## config.mk

```make
export PLATFORM = sky130hd
export DESIGN_NAME = isbba_div
export DESIGN_NICKNAME = d
export VERILOG_FILES = /design/src/sv/isbba_pkg.sv /design/src/sv/isbba_div.sv
export SDC_FILE = /design/constraint.sdc
export NUM_CORES = 1
export LEC_CHECK = 0
export ABC_CLOCK_PERIOD_IN_PS = 5700
export BUFFER_PORTS_ARGS = -buffer_cell sky130_fd_sc_hd__buf_2
export CAP_MARGIN = 20
export CORE_MARGIN = 4
export CORE_UTILIZATION = 30
export DETAILED_ROUTE_END_ITERATION = 6
export HOLD_SLACK_MARGIN = 0.05
export PLACE_DENSITY = 0.51
export SYNTH_ARGS = -nofsm -noshare
export SYNTH_HDL_FRONTEND = slang
export SYNTH_SLANG_ARGS = --single-unit
```

## constraint.sdc

```tcl
create_clock -name clock -period 5.7 [get_ports clock]
set_input_delay 1.14 -clock clock [delete_from_list [all_inputs] [get_ports clock]]
set_output_delay 1.14 -clock clock [all_outputs]
set_load 0.005 [all_outputs]
```

## src/sv/isbba_pkg.sv

```systemverilog
package isbba_pkg;

   typedef struct packed {
      logic        mode;
      logic        is_superblock;
      logic [17:0] index;
      logic [63:0] value;
   } req_type;

   typedef struct packed {
      logic [63:0] read_value;
      logic [1:0]  status;
   } rsp_type;

   typedef enum logic [3:0] {
      ST_CLR,
      ST_IDLE,
      ST_PRE,
      ST_DIV,
      ST_MUL,
      ST_OFF,
      ST_CHK,
      ST_RD0,
      ST_RD1,
      ST_EXEC,
      ST_WR1,
      ST_DONE
   } state_type;

   localparam logic [1:0] STATUS_OK        = 2'd0;
   localparam logic [1:0] STATUS_RANGE     = 2'd1;
   localparam logic [1:0] STATUS_TOO_WIDE  = 2'd2;

   localparam logic [7:0] CSR_SB_COUNT  = 8'd0;
   localparam logic [7:0] CSR_SB_WIDTH  = 8'd1;
   localparam logic [7:0] CSR_BPS       = 8'd2;
   localparam logic [7:0] CSR_BLK_WIDTH = 8'd3;

   localparam int IDX_W = 18;
   localparam int BPS_W = 11;

endpackage

```

## src/sv/isbba_div.sv

```systemverilog
module isbba_div (
   input  logic                        clock,
   input  logic                        reset,
   input  logic                        start,
   input  logic [isbba_pkg::IDX_W-1:0] dividend,
   input  logic [isbba_pkg::BPS_W-1:0] divisor,
   output logic                        done,
   output logic [isbba_pkg::IDX_W-1:0] quot,
   output logic [isbba_pkg::BPS_W-1:0] rem
);

   // restoring divider, one quotient bit per cycle
   logic [isbba_pkg::IDX_W-1:0] quo_ff, quo_in;
   logic [isbba_pkg::BPS_W-1:0] rem_ff, rem_in;
   logic [isbba_pkg::BPS_W-1:0] dsr_ff, dsr_in;
   logic [4:0]                  cnt_ff, cnt_in;
   logic                        busy_ff, busy_in;
   logic                        done_ff, done_in;
   logic [isbba_pkg::BPS_W:0]   trial;

   always_comb begin
      quo_in  = quo_ff;
      rem_in  = rem_ff;
      dsr_in  = dsr_ff;
      cnt_in  = cnt_ff;
      busy_in = busy_ff;
      done_in = 1'b0;
      trial   = {rem_ff, quo_ff[isbba_pkg::IDX_W-1]};
      if (start) begin
         quo_in  = dividend;
         rem_in  = '0;
         dsr_in  = divisor;
         cnt_in  = 5'(isbba_pkg::IDX_W);
         busy_in = 1'b1;
      end else if (busy_ff) begin
         // remainder stays below the divisor, so it fits the divisor width
         if (trial >= {1'b0, dsr_ff}) begin
            rem_in = isbba_pkg::BPS_W'(trial - {1'b0, dsr_ff});
            quo_in = {quo_ff[isbba_pkg::IDX_W-2:0], 1'b1};
         end else begin
            rem_in = trial[isbba_pkg::BPS_W-1:0];
            quo_in = {quo_ff[isbba_pkg::IDX_W-2:0], 1'b0};
         end
         cnt_in = cnt_ff - 5'd1;
         if (cnt_ff == 5'd1) begin
            busy_in = 1'b0;
            done_in = 1'b1;
         end
      end
   end

   always_ff @(posedge clock) begin
      if (reset) begin
         busy_ff <= 1'b0;
         done_ff <= 1'b0;
         cnt_ff  <= '0;
      end else begin
         busy_ff <= busy_in;
         done_ff <= done_in;
         cnt_ff  <= cnt_in;
      end
      quo_ff <= quo_in;
      rem_ff <= rem_in;
      dsr_ff <= dsr_in;
   end

   assign done = done_ff;
   assign quot = quo_ff;
   assign rem  = rem_ff;

endmodule

```

Yosys cells after proc, flatten, opt, wreduce, memory -nomap -nowiden:

Cells that the tools add are included.

* $add $sub $neg: 2
* $lt $le $gt $ge: 1
* eq/ne operators: 1
* muxes and demuxes: 10
* bitwise operators: 1
* reduce and logical (&&, ||, !) cells: 3

Operators by type and width (count)
* $mux W18: 2
* $ge A12 B11 Y1: 1
* $mux W11: 1
* $sub A11 B11 Y11: 1
* $mux W5: 2
* $eq A5 B1 Y1 const B: 1
* $mux W1: 5
* $sub A5 B1 Y5 const B: 1
* $reduce_or A3 Y1: 1
* $reduce_bool A2 Y1: 1
* $reduce_or A2 Y1: 1
* $not A1 Y1: 1

* register bits: 47

Logic depth before layout (Yosys ltp):

* word-level depth: 4
* mapped depth: 10
* depth with buffers taken out: 9

Least setup slack after synthesis:

Ideal clock, no wire load.

* kind: in2reg
* from: input start
* to: register quo_ff, in the netlist quot[0], enable pin
* data arrival time: 2103 ps
* required time: 5360 ps
* setup slack: 3257 ps
* stages on the path: 3
* path buffers: 2
* cell sequence: clkbuf_1 > clkbuf_1 > or2_2

* cells in the longest elaborated chain, start to end: 1

RTL lines
* from (decl): line isbba_div.sv:4 `input logic start,`
* $reduce_bool A2 Y1 (no line)
* to (signal assigned): line isbba_div.sv:62 `quo_ff <= quo_in;`
* to (decl): line isbba_div.sv:13 `logic [isbba_pkg::IDX_W-1:0] quo_ff, quo_in;`

Every way passes these cells.
A chain may end at the register's enable or synchronous reset.

Final worst setup path:

* from: register quo_ff, in the netlist quot[17]
* to: register rem_ff, in the netlist rem[0]

* cells in the longest elaborated chain, start to end: 2

RTL lines
* $sub A11 B11 Y11 or $ge A12 B11 Y1 (tied branches): line isbba_div.sv:38, isbba_div.sv:37
* $mux W11 *: line isbba_div.sv:37 `if (trial >= {1'b0, dsr_ff}) begin`
* to (signal assigned): line isbba_div.sv:63 `rem_ff <= rem_in;`
* to (decl): line isbba_div.sv:14 `logic [isbba_pkg::BPS_W-1:0] rem_ff, rem_in;`

Every way passes the cells marked *; elsewhere a longest branch is shown, timed or not.

==> flow_summary.toml <==
[timing]
final-setup-viol-count = 0
clock.fmax_mhz = 392
finalMaxSlewViolations = 0
fin_skew_ps = 6.23
timing_worst_slew_pin_value_ps = 524
setup_ws_ps = 3150
finalSetupTns_ps = 0
finalHoldViolCount = 0
maxSlewHeadroom_pct = 64.9
whs_ps = 529
period_minus_slack_ps = 2550
post-route-period-util_pct = 44.8
rsz0062_at_grt = "no"

[worst_setup_path]
worstPathMaxFanout = 14
endpoint_kind = "flip-flop"
critPathKind = "reg2reg"
cp_data_arrival_time_ps = 2780
rrSetupSlack_ps = 3150
cp-start-kind = "flip-flop"
cp.required_ps = 5930

[cts]
path_clk_slew_ps = 90
cts.sinks = 47
worstSkewPairLatency_ps = 300
clockRootBuffer = "clkbuf_8"
cts_resized = 0
cts.htree.levels = 2
cts_tree = "yes"
numCtsBuffers = 5
cts_buffer_depth = 2
ctsHoldBuffers = 0
cts_setup_buffers = 0

[die]
ios = 62
start_util_pct = 30.9
die-width_um = 100
die_area_mm2 = 0.0100
core_area_mm2 = 0.00822
dieHeight_um = 100
rows = 33

[global_route]
antenna_found_initial = 0
grt_max_degree = 33
grt_pass1_wl_um = 8850
grt.overflow.total = 0
track_usage_pct = 11.1
grt_pass1_vias = 1855

[logic_synthesis]
synth_edf_count = 29
syn_area_per_cell_um2 = 11.5
yosys_warnings = 0
netlist_top_cells_area = "edfxtp_1 (34%), dfxtp_1 (14%), mux2_2 (8.0%)"
synthFlopType = "edfxtp_1"
syn_inst = 221
synth_area_mm2 = 0.00254
yosysTopAreaCellShare_pct = 34.3
synth_nets = 267
async_flop_share_pct = 0
ys_ff_latch = 47
yosysSeqAreaShare_pct = 48.5
synthDistinctLibCells = 48
yosysTopAreaCell = "edfxtp_1"

[routing]
drcViolationCount = 0
ant_nets = 0
avgViaCountPerCell = 4.74
drt_iter0_markers = 58
vias = 1834
wl_um = 5210
firstDrtPassIters = 4
wl_per_cell_um = 13.5

[final_layout]
multi_input_area_mm2 = 0.00120
final-seq-area_mm2 = 0.00123
nets = 327
antennaDiodeCount = 0
final_layout_size_suffix_gt1_share_pct = 35.5
area_delta_synth_final_pct = 19.3
final_area_mm2 = 0.00303
fill_cells = 815

[placement]
preCtsSetupSlack_ps = 3040
hpwl_um = 3830
gp_congestion = 0.745
place_area_mm2 = 0.00294
io_buffers = 61

[job]
max_cap_viol_count = 0

[hold_path]
hold_path_class = "reg2reg"

[power_and_ir_drop]
total_power_uw = 847
vdd_drop_max_mv = 0.0926
p_leak_nw = 1.27
powerDensity_mw_per_mm2 = 279

[status]
outcome = "completed"
-- layer usage --
metal	GRT usage, %	up-vias	wire length [µm]	share of wire, %
met5	0	-	0	0
met4	4.25	0	80	1.5
met3	2.64	7	192	3.7
met2	18.9	41	2600	50
met1	13.7	860	2340	45
li1	-	926	-	-
-- cell type report --
class	count	share of cell area (%)
Timing Repair Buffer	63	10.6
Clock inverter	3	0.743
Clock buffer	5	2.27
Multi-Input combinational cell	149	39.6
Inverter	15	1.86
Sequential cell	47	40.6
Tap cell	105	4.34
-- critical path, cell delays in order, from the launching register on --
cell and delay (ps):
edfxtp_1 350, inv_1 60, ha_1 230, fa_1 440, nor2b_4 150, o31a_4 160, o21ai_4 90, o21ai_4 440
mux2_4 350, a211oi_2 210
-- path summary, 6_finish.rpt --
path,from,to,cells after the start
hold / removal,rem[3],rem[3],2
hold reg to reg,rem[3],rem[3],2
setup reg to reg,quot[17],rem[0],9
setup / recovery,quot[17],rem[0],9
-- cell families (layout without fill, tap and decap cells) --
logic type,after synthesis,count (layout),synth area share (%)
xor gates and xnor gates,9,9,3.10
buffers and inverters,25,86,4.29
and+or+nand+nor,61,61,14.3
muxes,26,26,11.3
AOI/OAI and AO/OA,39,39,11.3
DFF,47,47,48.5
adders and majority gates,14,14,7.19
-- cells in the mapped netlist, types with 2 or more instances --
cell type	n
nand3_1	2
a311oi_1	2
mux2_2	18
nor4b_1	2
ha_1	13
o21ai_0	2
nor4_4	2
nor4bb_1	2
nand2b_1	4
o21ai_4	2
o211ai_1	3
inv_1	14
o21ai_1	6
a211oi_1	7
nor3_1	5
xor2_1	2
dfxtp_1	18
buf_4	2
nor2_1	23
clkbuf_1	7
a21oi_1	8
xnor2_1	7
mux2i_1	7
o22ai_1	2
o21a_1	2
or3_1	2
nand2_1	8
edfxtp_1	29
-- layout by cell type, fill, tap and decap left out, drive strengths merged --
| cell | instances |
|---|---|
| buf | 63 |
| edfxtp | 29 |
| nor2 | 23 |
| mux2 | 19 |
| dfxtp | 18 |
| inv | 16 |
| ha | 13 |
| o21ai | 10 |
| a21oi | 8 |
| nand2 | 8 |
| a211oi | 8 |
| mux2i | 7 |
| xnor2 | 7 |
| nor3 | 5 |
| clkbuf | 5 |
| nand2b | 4 |
| o211ai | 3 |
| nor4 | 3 |
| nand3 | 3 |
| o21a | 2 |
| nor4bb | 2 |
| a311oi | 2 |
| o22ai | 2 |
| or3 | 2 |
| xor2 | 2 |
| nor4b | 2 |
| nor2b | 2 |
| o31a | 2 |
| clkinv | 2 |
| or2 | 1 |
| nand4 | 1 |
| and3 | 1 |
| nand3b | 1 |
| o31ai | 1 |
| and2 | 1 |
| nor3b | 1 |
| o311ai | 1 |
| or4b | 1 |
| fa | 1 |
-- registers in the layout, indices dropped and copies added (netlist names) --
signal	count
quot	18
dsr_ff	11
rem	11
cnt_ff	5
busy_ff	1
done	1
-- report_power, final --
part / switching (mW) / total, mW / internal (mW)
Combinational: 0.117 / 0.223 / 0.106
Clock: 0.119 / 0.207 / 0.0881
Sequential: 0.0192 / 0.416 / 0.397
Total: 0.256 / 0.847 / 0.591
-- stage by stage --
stage	instances	util (%)
final	387	36.9
after global routing	387	36.9
after CTS	387	36.9
after detailed placement	379	35.8
after global placement	379	35.8
after floorplan	221	-
(Power assumes the default switching activity.)
